==> config.mk <==
export PLATFORM = sky130hd
export DESIGN_NAME = ovn_weight
export DESIGN_NICKNAME = d
export VERILOG_FILES = /design/src/rtl/ovn_pkg.sv /design/src/rtl/ovn_weight.sv
export SDC_FILE = /design/constraint.sdc
export NUM_CORES = 1
export LEC_CHECK = 0
export BUFFER_PORTS_ARGS = -buffer_cell sky130_fd_sc_hd__buf_2
export CORE_MARGIN = 3
export CORE_UTILIZATION = 52
export CTS_CLUSTER_DIAMETER = 120
export CTS_CLUSTER_SIZE = 30
export DETAILED_ROUTE_END_ITERATION = 7
export GPL_TIMING_DRIVEN = 0
export PLACE_DENSITY = 0.73
export SLEW_MARGIN = 5
export SYNTH_ARGS = -nofsm -noshare
export SYNTH_HDL_FRONTEND = slang
export SYNTH_SLANG_ARGS = --single-unit
export TNS_END_PERCENT = 100
==> constraint.sdc <==
create_clock -name clk -period 12.46 [get_ports clk]
set_input_delay 2.492 -clock clk [delete_from_list [all_inputs] [get_ports clk]]
set_output_delay 2.492 -clock clk [all_outputs]
set_load 0.02 [all_outputs]
==> src/rtl/ovn_pkg.sv <==
`default_nettype none
// -----------------------------------------------------------------------------
// ovn_pkg
// Shared types and fixed constants of the octave value noise block.
// -----------------------------------------------------------------------------
package ovn_pkg;

	// weights are unsigned Q24.24; the largest one stays below 2^48
	localparam int WW          = 48;
	localparam int ACC_W       = WW + 16;
	localparam int DVD_W       = WW + 8;
	localparam int SEED_W      = 16;
	localparam int QUEUE_DEPTH = 4;
	localparam int QPW         = 2;

	localparam logic [WW-1:0]     WEIGHT_ONE = WW'(64'd1 << 24);
	localparam logic [SEED_W-1:0] BIAS_MIN   = 16'd26;

	typedef enum logic {
		KIND_WRITE,
		KIND_QUERY
	} kind_t;

	typedef enum logic {
		REG_OCTAVE_COUNT,
		REG_PERSISTENCE_BIAS
	} reg_idx_t;

	typedef struct packed {
		kind_t             kind;
		logic [7:0]        x;
		logic [7:0]        y;
		logic [SEED_W-1:0] seed;
	} item_t;

	typedef struct packed {
		logic          ready;
		logic [WW-1:0] weight;
	} wgt_t;

	typedef enum logic [1:0] {
		W_IDLE,
		W_LOAD,
		W_RUN
	} wgt_state_t;

	typedef enum logic [3:0] {
		B_IDLE,
		B_READ,
		B_MUL1,
		B_MUL2,
		B_ROUND,
		B_WMUL,
		B_ACC,
		B_NORM,
		B_DIV,
		B_DONE
	} back_state_t;

endpackage
`default_nettype wire

==> src/rtl/ovn_weight.sv <==
`default_nettype none
// -----------------------------------------------------------------------------
// ovn_weight
// Octave weight table: w0 = 1.0, each next weight is floor(w * 256 / bias),
// rebuilt by a bit-serial divider after reset and after each bias write.
// -----------------------------------------------------------------------------
module ovn_weight #(
	parameter  int MAX_OCTAVES = 8,
	localparam int IW          = (MAX_OCTAVES > 1) ? $clog2(MAX_OCTAVES) : 1
) (
	input  wire logic          clk,
	input  wire logic          arst_n,
	input  wire logic          restart,
	input  wire logic [15:0]   bias,
	input  wire logic [IW-1:0] rd_idx,
	output ovn_pkg::wgt_t      wgt
);
	import ovn_pkg::*;

	localparam int BW = $clog2(DVD_W);

	wgt_state_t        st_q;
	wgt_state_t        st_d;
	logic [IW:0]       idx_q;
	logic [BW-1:0]     bit_q;
	logic [16:0]       rem_q;
	logic [DVD_W-1:0]  dvd_q;
	logic [DVD_W-1:0]  quo_q;
	logic [WW-1:0]     prev_q;
	logic [WW-1:0]     w_q [MAX_OCTAVES];
	logic [16:0]       rem_sh;
	logic              ge;
	logic [16:0]       rem_nx;
	logic [DVD_W-1:0]  quo_nx;
	logic              last_bit;

	assign rem_sh   = {rem_q[15:0], dvd_q[DVD_W-1]};
	assign ge       = (rem_sh >= {1'b0, bias});
	assign rem_nx   = ge ? (rem_sh - {1'b0, bias}) : rem_sh;
	assign quo_nx   = {quo_q[DVD_W-2:0], ge};
	assign last_bit = (bit_q == BW'(DVD_W - 1));

	assign wgt.ready  = (st_q == W_IDLE);
	assign wgt.weight = w_q[rd_idx];

	always_ff @(posedge clk or negedge arst_n) begin
		if (!arst_n)
			st_q <= W_LOAD;
		else
			st_q <= st_d;
	end

	always_comb begin
		st_d = st_q;
		if (restart) begin
			st_d = W_LOAD;
		end else begin
			case (st_q)
				W_IDLE: st_d = W_IDLE;
				W_LOAD: st_d = (int'(idx_q) >= MAX_OCTAVES) ? W_IDLE : W_RUN;
				W_RUN:  st_d = last_bit ? W_LOAD : W_RUN;
				default: st_d = W_IDLE;
			endcase
		end
	end

	always_ff @(posedge clk or negedge arst_n) begin
		if (!arst_n) begin
			idx_q  <= (IW+1)'(1);
			prev_q <= WEIGHT_ONE;
			bit_q  <= '0;
		end else if (restart) begin
			idx_q  <= (IW+1)'(1);
			prev_q <= WEIGHT_ONE;
			bit_q  <= '0;
		end else begin
			case (st_q)
				W_LOAD: bit_q <= '0;
				W_RUN: begin
					bit_q <= bit_q + 1'b1;
					if (last_bit) begin
						idx_q  <= idx_q + 1'b1;
						prev_q <= quo_nx[WW-1:0];
					end
				end
				default: bit_q <= '0;
			endcase
		end
	end

	always_ff @(posedge clk) begin
		case (st_q)
			W_LOAD: begin
				w_q[0] <= WEIGHT_ONE;
				dvd_q  <= {prev_q, 8'h00};
				rem_q  <= '0;
				quo_q  <= '0;
			end
			W_RUN: begin
				dvd_q <= {dvd_q[DVD_W-2:0], 1'b0};
				rem_q <= rem_nx;
				quo_q <= quo_nx;
				if (last_bit)
					w_q[idx_q[IW-1:0]] <= quo_nx[WW-1:0];
			end
			default: ;
		endcase
	end

endmodule
`default_nettype wire

==> impl_metrics.csv <==
group,metric,value,unit
status,status,"completed",
cts,hold_buffers,0,
timing,final_max_slew_viol_count,0,
cts,cts_tree,"built",
final_layout,fill_cells,3068,
timing,min_period,7.50,ns
cts,cts_resized,0,
setup_path,r2r_slack,8.14,ns
setup_path,cp.buffers_inverters,4,
setup_path,cp-startpoint,"rd_idx[1]",
setup_path,worstPathArrival,5.01,ns
yosys,synth_seq_cells,555,
floorplan,die_y,214,µm
timing,layout_setup_ws,4.96,ns
floorplan,row_count,75,
drt,vias_per_cell,5.77,
floorplan,die_area,45800,µm²
drt,ant_nets,0,
placed_design,hpwl,30100,µm
yosys,synth_area,22500,µm²
placed_design,gp_congestion,0.824,
pwr,p_leak,7.79,nW
worst_hold_path,hold_start,"bit_q[0]",
yosys,yosysSeqAreaShare,72.7,%
cts,numCtsBuffers,22,
setup_path,critPathRequiredTime,9.97,ns
yosys,ys_types,62,
yosys,synth.net_count,1282,
drt,drt_pass1_iterations,5,
yosys,synth-edff-count,495,
cts,cts.sinks,555,
timing,tightest_slew,1.11,ns
setup_path,timing.rr.start,"bit_q[0]",
setup_path,crit_type,"in -> out",
setup_path,start_kind,"input port",
timing,finalCritPeriodShare,60.2,%
final_layout,syn2layout_area_growth,10.0,%
floorplan,core_area,42300,µm²
cts,clk_path_buf_depth,3,
floorplan,ios,71,
drt,vias,11400,
drt,initialDrtViolationCount,946,
timing,whs,0.476,ns
cts,htree_levels,1,
yosys,yosysTopAreaCellShare,66.0,%
grt,antenna_found_initial,0,
placed_design,portBuffers,67,
setup_path,critPathTopFamily,"buffers and inverters",
setup_path,worstSetupEndpointType,"output pin",
cts,clkLatencyLatePin,0.56,ns
grt,overflow,0,
pwr,power_density,127,nW/µm²
drt,drc,0,
cts,cts-root-buf,"clkbuf_16",
drt,wl_per_cell,22.9,µm
timing,slew_headroom,25.7,%
floorplan,start_util,53.2,%
timing,fmax,0.133,GHz
cts,post-cts-setup-buffers,0,
run,drv_cap,0,
setup_path,cp_max_fo,10,
yosys,synth_top_area_cell,"edfxtp_1",
grt,grt_use_total,19.7,%
timing,final_hold_viol_count,0,
yosys,synthTopCellsByArea,"edfxtp_1, mux4_2, dfrtp_1",
yosys,avgSynthCellArea,18.2,µm²
final_layout,final_layout_size_suffix_gt1_share,27.2,%
pwr,ir_drop,0.0803,mV
placed_design,place_ws,4.94,ns
grt,grt_pass1_wl,70700,µm
floorplan,die_w,214,µm
yosys,syn_inst,1237,
yosys,yosys_warnings,0,
timing,rsz0062_at_grt,"no",
yosys,synthFlopType,"edfxtp_1",
setup_path,crit_slowest_cell,"clkbuf_1",
cts,clk_pin_slew,0.12,ns
setup_path,path_cells,"clkbuf_1, buf_2, clkbuf_1, mux4_2, mux2_2, buf_2",
drt,wl,45000,µm
yosys,synthArstFlopShare,10.8,%
grt,grt_start_max_net_pins,64,
timing,final.setup_skew,0.0231,ns
grt,grt_pass1_vias,11900,
worst_hold_path,hp-class,"reg -> reg",
final_layout,final_nets,1419,
setup_path,slowest_delay,0.65,ns
timing,setup_viol,0,
==> worst register-to-register path, delay by kind of cell, from the launching register on <==
family	cells	cell delay, ns
and+or+nand+nor	4	2.17
buffers and inverters	5	1.24
adders and majority gates	1	0.23
DFF	1	0.39
==> power breakdown <==
group | internal [mW] | switching, mW
clock network | 0.357 | 0.529
registers | 2.05 | 0.0147
logic | 0.0791 | 0.129
==> cell type report <==
class / instances / area (µm²) / area share, %
well taps: 577 / 722 / 2.91
plain buffers: 64 / 295 / 1.19
clock buffers: 39 / 636 / 2.57
multi-input cells: 586 / 5780 / 23.3
repair buffers: 113 / 827 / 3.34
diodes: 1 / 2.50 / 0.0101
inverters: 32 / 120 / 0.485
flip-flops and latches: 555 / 16400 / 66.1
clock inverters: 1 / 16.3 / 0.0657
==> placed cells by master, fill, tap and decap left out, drive strengths merged, types with 2 or more instances in the layout <==
cell | synthesis | layout
a211oi | 7 | 7
a21o | 4 | 4
a21oi | 58 | 58
a22o | 16 | 16
and2 | 75 | 75
and3 | 18 | 18
and4 | 2 | 2
buf | 26 | 139
clkbuf | 38 | 77
dfrtp | 57 | 57
dfstp | 3 | 3
edfxtp | 495 | 495
ha | 22 | 22
inv | 32 | 33
mux2 | 95 | 95
mux4 | 96 | 96
nand2 | 23 | 23
nand2b | 3 | 3
nand3 | 15 | 15
nand4 | 3 | 3
nor2 | 57 | 57
nor2b | 5 | 5
nor3 | 15 | 15
nor3b | 3 | 3
o211ai | 7 | 7
o21a | 5 | 5
o21ai | 18 | 18
o22ai | 2 | 2
o31ai | 2 | 2
o41ai | 2 | 2
or2 | 3 | 3
or3 | 5 | 5
xnor2 | 7 | 7
xor2 | 4 | 4
==> path summary, 6_finish.rpt <==
| check | cells after the start | end |
|---|---|---|
| worst min-delay path | 1 | bit_q[0] |
| worst min register to register | 1 | bit_q[0] |
| worst max-delay path | 6 | wgt[34] |
| min in group asynchronous | 1 | prev_q[32] |
| worst max register to register | 10 | w_q[1][10] |
| max in group asynchronous | 1 | prev_q[10] |
==> metal layers <==
| metal | GRT usage (%) | vias to the layer above | wire (µm) |
|---|---|---|---|
| met3 | 2.42 | 49 | 2190 |
| li1 | - | 5101 | - |
| met1 | 28.6 | 5919 | 19600 |
| met4 | 3.93 | 0 | 782 |
| met5 | 0 | - | 0 |
| met2 | 33.1 | 293 | 22400 |
==> synthesized netlist by cell type (all sizes together) (2+ instances only) <==
cell,number
a211oi,7
a21o,4
a21oi,58
a22o,16
and2,75
and3,18
and4,2
buf,26
clkbuf,38
dfrtp,57
dfstp,3
edfxtp,495
ha,22
inv,32
mux2,95
mux4,96
nand2,23
nand2b,3
nand3,15
nand4,3
nor2,57
nor2b,5
nor3,15
nor3b,3
o211ai,7
o21a,5
o21ai,18
o22ai,2
o31ai,2
o41ai,2
or2,3
or3,5
xnor2,7
xor2,4
==> stage by stage <==
stage	instances	cell area [µm²]	power [mW]	utilization (%)	setup TNS, ns
finish	1968	24800	3.16	58.5	0
global placement	1881	23600	2.31	55.7	-29.91
global route	1967	24800	3.26	58.5	0
floorplan	1237	22500	2.25	-	0
detailed placement	1927	24100	2.32	57.0	0
CTS	1967	24800	3.18	58.5	0
==> registers in the layout, summed over array words and instances (netlist names) <==
register  cells
quo_q        47
bit_q         6
prev_q       48
rem_q        16
dvd_q        48
st_q          2
idx_q         4
w_q         384
==> cell families after synthesis <==
group	Yosys count	synth area share, %
flops	555	72.7
simple gates	229	5.44
mux	191	14.4
compound gates	132	3.91
buf+inv	96	1.85
fa+ha+maj	23	1.31
xor+xnor	11	0.428
Power figures use the tool's default switching activity.
