File: src/rtl/ovn_pkg.sv
`default_nettype none
// -----------------------------------------------------------------------------
// ovn_pkg
// Shared types and fixed constants of the octave value noise block.
// -----------------------------------------------------------------------------
package ovn_pkg;

	// weights are unsigned Q24.24; the largest one stays below 2^48
	localparam int WW          = 48;
	localparam int ACC_W       = WW + 16;
	localparam int DVD_W       = WW + 8;
	localparam int SEED_W      = 16;
	localparam int QUEUE_DEPTH = 4;
	localparam int QPW         = 2;

	localparam logic [WW-1:0]     WEIGHT_ONE = WW'(64'd1 << 24);
	localparam logic [SEED_W-1:0] BIAS_MIN   = 16'd26;

	typedef enum logic {
		KIND_WRITE,
		KIND_QUERY
	} kind_t;

	typedef enum logic {
		REG_OCTAVE_COUNT,
		REG_PERSISTENCE_BIAS
	} reg_idx_t;

	typedef struct packed {
		kind_t             kind;
		logic [7:0]        x;
		logic [7:0]        y;
		logic [SEED_W-1:0] seed;
	} item_t;

	typedef struct packed {
		logic          ready;
		logic [WW-1:0] weight;
	} wgt_t;

	typedef enum logic [1:0] {
		W_IDLE,
		W_LOAD,
		W_RUN
	} wgt_state_t;

	typedef enum logic [3:0] {
		B_IDLE,
		B_READ,
		B_MUL1,
		B_MUL2,
		B_ROUND,
		B_WMUL,
		B_ACC,
		B_NORM,
		B_DIV,
		B_DONE
	} back_state_t;

endpackage
`default_nettype wire

File: src/rtl/ovn_if.sv
`default_nettype none
// -----------------------------------------------------------------------------
// ovn_if
// Request and response channels of the octave value noise block.
// -----------------------------------------------------------------------------
interface ovn_req_if;
	logic        valid;
	logic        ready;
	logic        req_type;
	logic [7:0]  coord_x;
	logic [7:0]  coord_y;
	logic [15:0] seed_value;

	modport source (output valid, req_type, coord_x, coord_y, seed_value, input ready);
	modport sink   (input valid, req_type, coord_x, coord_y, seed_value, output ready);
endinterface

`default_nettype wire

File: src/rtl/ovn_front.sv
`default_nettype none
// -----------------------------------------------------------------------------
// ovn_front
// Accept request words, tag them as seed write or query, queue them in order.
// -----------------------------------------------------------------------------
module ovn_front (
	input  wire logic          clk,
	input  wire logic          arst_n,
	ovn_req_if.sink            req,
	output ovn_pkg::item_t     q_item,
	output logic               q_valid,
	input  wire logic          q_pop
);
	import ovn_pkg::*;

	item_t            fifo_q [QUEUE_DEPTH];
	logic [QPW-1:0]   wr_q;
	logic [QPW-1:0]   rd_q;
	logic [QPW:0]     cnt_q;
	logic             push;
	logic             pop;

	assign req.ready = (cnt_q != (QPW+1)'(QUEUE_DEPTH));
	assign push      = req.valid && req.ready;
	assign q_valid   = (cnt_q != '0);
	assign pop       = q_pop && q_valid;
	assign q_item    = fifo_q[rd_q];

	always_ff @(posedge clk or negedge arst_n) begin
		if (!arst_n) begin
			wr_q  <= '0;
			rd_q  <= '0;
			cnt_q <= '0;
		end else begin
			if (push)
				wr_q <= wr_q + 1'b1;
			if (pop)
				rd_q <= rd_q + 1'b1;
			if (push && !pop)
				cnt_q <= cnt_q + 1'b1;
			else if (pop && !push)
				cnt_q <= cnt_q - 1'b1;
		end
	end

	always_ff @(posedge clk) begin
		if (push) begin
			fifo_q[wr_q].kind <= req.req_type ? KIND_QUERY : KIND_WRITE;
			fifo_q[wr_q].x    <= req.coord_x;
			fifo_q[wr_q].y    <= req.coord_y;
			fifo_q[wr_q].seed <= req.seed_value;
		end
	end

endmodule
`default_nettype wire

File: src/flat_wrapper.sv
// flat-port wrapper written by rule: the top's interface ports become plain ports
module ovn_front_flat import ovn_pkg::*;
  (clk, arst_n, q_item, q_valid, q_pop, req_valid, req_req_type, req_coord_x, req_coord_y, req_seed_value, req_ready);
  ovn_req_if req_i ();
  input  wire logic clk;
  input  wire logic arst_n;
  output ovn_pkg::item_t q_item;
  output logic q_valid;
  input  wire logic q_pop;
  input wire logic [$bits(req_i.valid)-1:0] req_valid;
  input wire logic [$bits(req_i.req_type)-1:0] req_req_type;
  input wire logic [$bits(req_i.coord_x)-1:0] req_coord_x;
  input wire logic [$bits(req_i.coord_y)-1:0] req_coord_y;
  input wire logic [$bits(req_i.seed_value)-1:0] req_seed_value;
  output wire logic [$bits(req_i.ready)-1:0] req_ready;
  assign req_i.valid = req_valid;
  assign req_i.req_type = req_req_type;
  assign req_i.coord_x = req_coord_x;
  assign req_i.coord_y = req_coord_y;
  assign req_i.seed_value = req_seed_value;
  assign req_ready = req_i.ready;
  ovn_front u_core (.clk(clk), .arst_n(arst_n), .req(req_i), .q_item(q_item), .q_valid(q_valid), .q_pop(q_pop));
endmodule
File: config.mk
export PLATFORM = sky130hd
export DESIGN_NAME = ovn_front_flat
export DESIGN_NICKNAME = d
export VERILOG_FILES = /design/src/rtl/ovn_pkg.sv /design/src/rtl/ovn_if.sv /design/src/rtl/ovn_front.sv /design/src/flat_wrapper.sv
export SDC_FILE = /design/constraint.sdc
export NUM_CORES = 1
export LEC_CHECK = 0
export BUFFER_PORTS_ARGS = -buffer_cell sky130_fd_sc_hd__buf_2
export CAP_MARGIN = 25
export CORE_MARGIN = 5
export CORE_UTILIZATION = 36
export CTS_BUF_LIST = sky130_fd_sc_hd__clkbuf_16
export DETAILED_ROUTE_END_ITERATION = 16
export PLACE_DENSITY = 0.5
export SLEW_MARGIN = 20
export SYNTH_ARGS = -nofsm -noshare
export SYNTH_HDL_FRONTEND = slang
export SYNTH_SLANG_ARGS = --single-unit
File: constraint.sdc
create_clock -name clk -period 4.05 [get_ports clk]
set_input_delay 0 -clock clk [delete_from_list [all_inputs] [get_ports clk]]
set_output_delay 0 -clock clk [all_outputs]
set_load 0.02 [all_outputs]
==> results of run 1 <==
## cell families after synthesis
| group | share of synthesized area |
|---|---|
| and+or+nand+nor | 0.00982 |
| buffers and inverters | 0.0196 |
| xor gates and xnor gates | 0.0101 |
| AOI/OAI and AO/OA | 0.00216 |
| adders and majority gates | 0.0158 |
| muxes | 0.150 |
| DFF | 0.792 |
## Yosys cell counts, types with 2 or more instances
cell	number
and2_1	4
buf_12	3
buf_2	4
dfrtp_1	7
edfxtp_1	132
ha_1	5
inv_1	3
mux2_2	2
mux4_1	5
mux4_2	28
nand2_1	2
nor2_1	2
xnor2_1	4
xor2_1	2
## stage by stage
step                       util  instances
final                     0.463        524
after global routing      0.463        524
after CTS                 0.462        523
after detailed placement  0.399        456
after global placement    0.399        456
after floorplan               -        208
## final timing paths
check / slack, ns / end / from
setup / recovery: 1.92 / u_core.cnt_q[2]$_DFFE_PN0P_ / u_core.cnt_q[0]$_DFFE_PN0P_
hold reg to reg: 0.54 / u_core.cnt_q[2]$_DFFE_PN0P_ / u_core.cnt_q[2]$_DFFE_PN0P_
min in group asynchronous: 0.55 / u_core.cnt_q[0]$_DFFE_PN0P_ / arst_n
max in group asynchronous: 3.21 / u_core.rd_q[1]$_DFFE_PN0P_ / arst_n
setup reg to reg: 1.92 / u_core.cnt_q[2]$_DFFE_PN0P_ / u_core.cnt_q[0]$_DFFE_PN0P_
hold / removal: 0.04 / u_core.wr_q[0]$_DFFE_PN0P_ / req_valid
## cell type report
class                      count  area (µm²)
sequential                   139        4140
timing repair buffer         109         743
tap                          184         230
inverter                       3        11.3
fill                        1204        7720
multi-input combinational     58         987
clock inverter                14         114
clock buffer                  17         425
## power by group
group	total, mW	internal, mW	switching (mW)
combinational	1.40	0.630	0.767
clock	1.41	0.879	0.528
sequential	2.11	1.91	0.194
## sequential cells by signal, summed over array words and instances, names as in the netlist
register	cells
u_core.wr_q	2
u_core.rd_q	2
u_core.fifo_q	132
u_core.cnt_q	3
## metal layers
metal	routed length [µm]	track usage	up-vias
met1	3970	0.142	1221
li1	-	-	1116
met3	462	0.0415	19
met2	4620	0.189	52
met5	0	0	-
met4	198	0.0635	0
## timing repair
| action | 4_1_cts | 5_1_grt |
|---|---|---|
| endpoints found under the hold margin | 141 | 0 |
| hold buffers | 36 | 0 |
| gates resized for setup | 0 | 0 |
## critical path, stage by stage (launching register included)
cell and delay (ns):
dfrtp_1 0.43, or3_1 0.42, nand2_1 0.12, ha_1 0.20, inv_1 0.06, fa_1 0.38, xor2_1 0.17, nor2_1 0.12
xor2_1 0.15
==> flow_summary.json, run 1 <==
{
  "row_count": 44,
  "fin_nets": 371,
  "synth_warnings": 0,
  "syn-instance-count": 208,
  "final_cell_mix": "edfxtp_1 (132), buf_2 (71), dlygate4sd3_1 (36)",
  "timing.final.crit_share": 0.526,
  "die_height_um": 130,
  "cts_buffers": 17,
  "cts_sinks": 139,
  "postCtsSetupBuffers": 0,
  "vias_per_cell": 4.60,
  "dpl_cell_area_mm2": 0.00573,
  "tns_ns": 0,
  "insertion_delay_ns": 0.41,
  "min_period_ns": 2.13,
  "die-width_um": 130,
  "synth.avg_cell_area_um2": 25.1,
  "fin_hold_ws_ns": 0.0380,
  "grt_pass1_vias": 2637,
  "relSlewSlack": 0.368,
  "fin_skew_ns": 0.00608,
  "required_ns": 4.38,
  "worst_pin_slew_ns": 0.948,
  "place.port_buffers": 71,
  "startpoint_type": "flop",
  "final_common_cell": "edfxtp_1",
  "yosys.area.top_type": "edfxtp_1",
  "core_area_mm2": 0.0144,
  "antenna_found_initial": 0,
  "grt-ovfl-total": 0,
  "cts_root_buffer": "clkbuf_16",
  "p_total_mw": 4.91,
  "drive_gt1_frac": 0.394,
  "num_antenna_cells": 0,
  "cts.clk_slew.worst_paths_ns": 0.06,
  "start_util": 0.364,
  "synth-async-reset-ratio": 0.0504,
  "cp_max_fo": 4,
  "synth_nets": 251,
  "ios": 72,
  "cellLeakagePower_nw": 2.35,
  "clock_path_buffers": 2,
  "status": "completed",
  "drc_errors": 0,
  "setup_ws_ns": 1.92,
  "wl_per_cell_um": 17.6,
  "dp_hpwl_mm": 5.30,
  "synth_edf_count": 132,
  "hold_viol": 0,
  "fmax_mhz": 470,
  "endpoint_kind": "flop",
  "grt_util_all_layers": 0.118,
  "drt-total-wl_mm": 9.25,
  "route.vias.total": 2408,
  "area_delta_synth_final_pct": 27.4,
  "synth_seq_cells": 139,
  "drtAntennaViolNets": 0,
  "hold_path_class": "input pin to flop",
  "dr.first_iter.drc_count": 143,
  "drt-pass1-iter-count": 4,
  "setup_viol": 0,
  "htreeDepth": 4,
  "ys_top_cells_by_area": "edfxtp_1 (76%), mux4_2 (12%), dfrtp_1 (3.4%)",
  "hold_path_depth": 3,
  "powerDensity_mw_per_mm2": 739,
  "drv_slew": 0,
  "grt_max_degree": 35,
  "criticalPathCategory": "flop to flop",
  "mappedNetlistArea_mm2": 0.00522,
  "yosysTopAreaCellShare": 0.759,
  "worstPathArrival_ns": 2.46,
  "peakVddDrop_mv": 0.537,
  "cts_tree": "built",
  "yosysUniqueCellTypes": 19,
  "worst_r2r_path_depth": 8,
  "dp_slack_ns": 1.92,
  "synth_flop_cell": "edfxtp_1",
  "ys_seq_area_frac": 0.792,
  "maxCapViolCount": 0,
  "grt_pass1_wl_mm": 14.3,
  "gp_congestion": 0.740,
  "dieArea_mm2": 0.0170,
  "rsz0062_at_grt": "false",
  "postLayoutCellArea_mm2": 0.00665
}
No activity file was read; power rests on OpenSTA's default activity.
==> inputs of run 2 (changes only) <==
==> constraint.sdc (replaced) <==
create_clock -name clk -period 2 [get_ports clk]
set_input_delay 0 -clock clk [delete_from_list [all_inputs] [get_ports clk]]
set_output_delay 0 -clock clk [all_outputs]
set_load 0.02 [all_outputs]
==> flow_summary.json, run 2 (synthesized netlist as in run 1, its figures left out) <==
{
  "power_frac_comb": 0.309,
  "critPathMaxStageDelay_ns": 0.41,
  "htreeDepth": 4,
  "power_frac_clock": 0.301,
  "worstPathArrival_ns": 2.23,
  "gp_congestion": 0.721,
  "maxCapViolCount": 0,
  "wl_met1_mm": 4.02,
  "worst_pin_slew_ns": 0.392,
  "startpoint_type": "flop",
  "row_count": 44,
  "timing.final.crit_share": 0.944,
  "fin_hold_ws_ns": 0.165,
  "wl_per_cell_um": 17.5,
  "start_util": 0.364,
  "insertion_delay_ns": 0.41,
  "relSlewSlack": 0.739,
  "grt_pass1_vias": 2712,
  "vias_per_cell": 4.66,
  "place.port_buffers": 71,
  "fin_nets": 387,
  "peakVddDrop_mv": 0.668,
  "core_area_mm2": 0.0144,
  "critPathTopFamily": "simple AND/OR/NAND/NOR gates",
  "drt-pass1-iter-count": 4,
  "grt_pass1_wl_mm": 14.6,
  "final_common_cell": "edfxtp_1",
  "die_height_um": 130,
  "cellLeakagePower_nw": 2.46,
  "num_antenna_cells": 0,
  "dp_hpwl_mm": 5.90,
  "drc_errors": 0,
  "setup_viol": 0,
  "final_cell_mix": "edfxtp_1 (132), buf_2 (71), dlygate4sd3_1 (36)",
  "criticalPathCategory": "flop to flop",
  "drt-total-wl_mm": 9.47,
  "seq_power_share": 0.390,
  "path_cells": "or3_4 -> nand2_4 -> ha_4 -> inv_4 -> fa_2 -> xor2_1 -> nor2_1 -> xor2_1",
  "cts.clk_slew.worst_paths_ns": 0.06,
  "largest-register": "u_core.fifo_q",
  "cts_root_buffer": "clkbuf_16",
  "status": "completed",
  "cts_sinks": 139,
  "internal_power_mw": 7.38,
  "cts_buffers": 17,
  "fin_util": 0.479,
  "cp_max_fo": 2,
  "grt_max_degree": 27,
  "switchingPower_mw": 3.12,
  "dr_wl_met3_um": 553,
  "hold_viol": 0,
  "reg2reg_to": "u_core.cnt_q[2]$_DFFE_PN0P_",
  "cts_tree": "built",
  "area_delta_synth_final_pct": 31.8,
  "maxUsedRoutingLayer": "met4",
  "fmax_mhz": 529,
  "drive_gt1_frac": 0.443,
  "required_ns": 2.34,
  "hold_path_class": "input pin to flop",
  "powerDensity_mw_per_mm2": 1520,
  "r2r_start": "u_core.cnt_q[2]$_DFFE_PN0P_",
  "path_depth": 8,
  "drtAntennaViolNets": 0,
  "largest_reg_flops": 132,
  "critPathBufInv": 1,
  "crit_start": "u_core.cnt_q[2]$_DFFE_PN0P_",
  "clock_path_buffers": 2,
  "endpoint_kind": "flop",
  "fin_skew_ns": 0.00778,
  "p_sw_frac": 0.297,
  "wl_met2_mm": 4.71,
  "grt-ovfl-total": 0,
  "rsz0062_at_grt": "true",
  "cp_slowest_cell": "or3_4",
  "dieArea_mm2": 0.0170,
  "grt_util_all_layers": 0.120,
  "r2r_setup_slack_ns": 0.11,
  "worst_r2r_path_depth": 8,
  "top_regs": "u_core.fifo_q (132), u_core.cnt_q (3)",
  "dr.first_iter.drc_count": 114,
  "min_period_ns": 1.89,
  "drv_slew": 0,
  "antenna_found_initial": 0,
  "path_common_cell": "xor2_1",
  "ios": 72,
  "crit_end": "u_core.cnt_q[2]$_DFFE_PN0P_",
  "die-width_um": 130,
  "route.vias.total": 2520
}
==> run 2: how the worst min path moves through the flow <==
stage / start / to / cells past startpoint
final: req_valid / u_core.wr_q[0]$_DFFE_PN0P_ / 4
after floorplan: arst_n / u_core.cnt_q[0]$_DFFE_PN0P_ / 0
after CTS: req_valid / u_core.wr_q[0]$_DFFE_PN0P_ / 4
after global placement: arst_n / u_core.cnt_q[2]$_DFFE_PN0P_ / 1
after detailed placement: arst_n / u_core.cnt_q[2]$_DFFE_PN0P_ / 1
after global routing: req_valid / u_core.wr_q[0]$_DFFE_PN0P_ / 4
==> run 2: power groups by stage <==
stage	logic [mW]	registers (mW)	clock network [mW]
4_1_cts	3.32	4.10	3.24
3_5_place_dp	3.24	4.15	0
6_report	3.25	4.09	3.16
3_3_place_gp	3.23	4.13	0
2_1_floorplan	2.31	4.05	0
5_1_grt	3.53	4.15	3.39
==> run 2: through the flow <==
stage | total power [mW] | area (µm²) | setup TNS, ns | worst slack, ns | cells
2_1_floorplan | 6.35 | 5230 | 0 | 0.000314 | 208
3_3_place_gp | 7.35 | 5880 | 0 | 0.0334 | 471
3_5_place_dp | 7.40 | 5880 | -0.00303 | -0.00303 | 471
4_1_cts | 10.7 | 6850 | 0 | 0.0273 | 539
5_1_grt | 11.1 | 6890 | -0.0243 | -0.0243 | 541
6_report | 10.5 | 6890 | 0 | 0.111 | 541
==> run 2: area by class of cell <==
cell class | count | area (µm²)
Timing Repair Buffer | 125 | 876
Tap cell | 184 | 230
Clock buffer | 17 | 425
Inverter | 3 | 13.8
Sequential cell | 139 | 4140
Multi-Input combinational cell | 58 | 1010
Fill cell | 1200 | 7480
Clock inverter | 15 | 181
==> run 2: repair_timing <==
action,in CTS,in global routing
gates resized for setup,2,5
hold endpoints to repair,141,0
gates cloned,0,0
pin swaps,1,6
buffers inserted,0,2
endpoints found under the setup margin,1,3
hold buffers,36,0
==> run 2: metal layers <==
| layer | track usage | up-vias |
|---|---|---|
| li1 | - | 1147 |
| met1 | 0.147 | 1295 |
| met2 | 0.194 | 62 |
| met3 | 0.0423 | 16 |
| met4 | 0.0544 | 0 |
| met5 | 0 | - |
==> run 2: worst reg2reg max path, delay by kind of cell (launching register included) <==
family / cells / cell delay [ns]
xor+xnor: 2 / 0.29
simple gates: 3 / 0.61
fa+ha+maj: 2 / 0.50
buf+inv: 1 / 0.04
flops: 1 / 0.38
==> inputs of run 3 (changes only) <==
==> constraint.sdc (replaced) <==
create_clock -name clk -period 2 [get_ports clk]
set_input_delay 0.4 -clock clk [delete_from_list [all_inputs] [get_ports clk]]
set_output_delay 0.4 -clock clk [all_outputs]
set_load 0.02 [all_outputs]
==> flow_summary.json, run 3 (synthesized netlist as in run 1, its figures left out) <==
{
  "fin_hold_ws_ns": 0.199,
  "fmax_mhz": 466,
  "largest_reg_flops": 132,
  "antenna_found_initial": 1,
  "vias_per_cell": 4.64,
  "fin_util": 0.474,
  "start_util": 0.364,
  "setup_ws_ns": -0.148,
  "ios": 72,
  "power_frac_clock": 0.260,
  "cp_max_fo": 8,
  "setup_viol": 33,
  "final_common_cell": "edfxtp_1",
  "cts.clk_slew.worst_paths_ns": 0.06,
  "route.vias.total": 2355,
  "maxCapViolCount": 0,
  "endpoint_kind": "primary output",
  "grt_pass1_wl_mm": 14.6,
  "cts_sinks": 139,
  "criticalPathCategory": "flop to primary output",
  "place.port_buffers": 71,
  "grt_max_degree": 29,
  "dieArea_mm2": 0.0170,
  "placed_cells": 469,
  "timing.final.crit_share": 1.07,
  "dp_slack_ns": -0.00244,
  "violations": "setup timing",
  "die_height_um": 130,
  "grt-ovfl-total": 0,
  "drt-total-wl_mm": 9.78,
  "startpoint_type": "flop",
  "hold_viol": 0,
  "fin_cells": 507,
  "row_count": 44,
  "drc_errors": 0,
  "final_cell_mix": "edfxtp_1 (132), buf_2 (38), mux4_2 (33), buf_6 (33), clkbuf_16 (19)",
  "drt-pass1-iter-count": 4,
  "top_regs": "u_core.fifo_q (132), u_core.cnt_q (3)",
  "seq_power_share": 0.358,
  "insertion_delay_ns": 0.41,
  "min_period_ns": 2.15,
  "drive_gt1_frac": 0.500,
  "hold_path_class": "input pin to flop",
  "switchingPower_mw": 3.33,
  "p_total_mw": 11.2,
  "internal_power_mw": 7.89,
  "dp_hpwl_mm": 5.74,
  "p_sw_frac": 0.297,
  "fin_nets": 352,
  "required_ns": 1.60,
  "drtAntennaViolNets": 0,
  "largest-register": "u_core.fifo_q",
  "status": "complete, but fails checks",
  "worst_pin_slew_ns": 0.343,
  "peakVddDrop_mv": 0.675,
  "rsz0062_at_grt": "true",
  "fin_skew_ns": 0.00703,
  "die-width_um": 130,
  "grt_util_all_layers": 0.121,
  "postLayoutCellArea_mm2": 0.00681,
  "power_frac_comb": 0.382,
  "relSlewSlack": 0.771,
  "core_area_mm2": 0.0144,
  "grt_pass1_vias": 2612,
  "wl_per_cell_um": 19.3,
  "dpl_cell_area_mm2": 0.00591,
  "htreeDepth": 4,
  "cts_buffers": 17,
  "tns_ns": -4.27,
  "cellLeakagePower_nw": 2.38,
  "clock_path_buffers": 2,
  "powerDensity_mw_per_mm2": 1650,
  "dr.first_iter.drc_count": 124,
  "drv_slew": 0,
  "area_delta_synth_final_pct": 30.3,
  "gp_congestion": 0.722,
  "cts_root_buffer": "clkbuf_16",
  "worstPathArrival_ns": 1.75,
  "cts_tree": "built"
}
-- run 3: cell count changes in the layout (fill, tap and decap cells not counted), sizes merged --
cell         before  now
inv               6    7
clkbuf           17   19
buf              89   87
clkinvlp          2    3
bufinv            4    2
diode             0    1
dlygate4sd3      36    1
-- run 3: critical path, cell delays in order, from the launching register on --
cell	delay, ns
dfrtp_2	0.37
buf_12	0.14
buf_12	0.14
mux4_2	0.53
buf_6	0.15
-- run 3: worst paths after layout --
| check | startpoint | slack, ns | cells past startpoint | endpoint |
|---|---|---|---|---|
| worst min register to register | u_core.wr_q[1]$_DFFE_PN0P_ | 0.57 | 1 | u_core.wr_q[1]$_DFFE_PN0P_ |
| worst min-delay path | req_coord_x[7] | 0.20 | 1 | u_core.fifo_q[3][31]$_DFFE_PP_ |
| max in group asynchronous | arst_n | 1.47 | 2 | u_core.rd_q[1]$_DFFE_PN0P_ |
| worst max-delay path | u_core.rd_q[0]$_DFFE_PN0P_ | -0.15 | 4 | q_item[30] |
| min in group asynchronous | arst_n | 0.35 | 2 | u_core.cnt_q[1]$_DFFE_PN0P_ |
| worst max register to register | u_core.cnt_q[2]$_DFFE_PN0P_ | 0.10 | 8 | u_core.cnt_q[2]$_DFFE_PN0P_ |
-- run 3: routing by layer --
| metal | share of wire | vias up | track usage |
|---|---|---|---|
| li1 | - | 1077 | - |
| met1 | 0.43 | 1203 | 0.148 |
| met2 | 0.49 | 60 | 0.191 |
| met3 | 0.063 | 13 | 0.0496 |
| met4 | 0.014 | 2 | 0.0526 |
| met5 | 0.0013 | - | 0 |
-- run 3: area by class of cell --
cell class                      instances  area [µm²]
Clock buffer                           17         425
Multi-Input combinational cell         58         996
Antenna cell                            1        2.50
Clock inverter                         15         133
Tap cell                              184         230
Sequential cell                       139        4140
Timing Repair Buffer                   90         867
Fill cell                            1204        7560
Inverter                                3        11.3
-- run 3: what timing repair did --
action / CTS / global route
pin swaps: 1 / 4
hold buffers: 1 / 0
cloned: 1 / 2
gates resized for setup: 42 / 46
endpoints found under the setup margin: 34 / 34
hold endpoints to repair: 7 / 0
buffers inserted: 3 / 1
-- run 3: power by group through the flow --
stage          clock [mW]  combinational [mW]  sequential, mW
2_1_floorplan           0                2.31            4.05
3_3_place_gp            0                3.40            4.06
3_5_place_dp            0                3.42            4.08
4_1_cts              2.99                3.96            4.04
5_1_grt              3.12                4.59            4.06
6_report             2.91                4.28            4.02
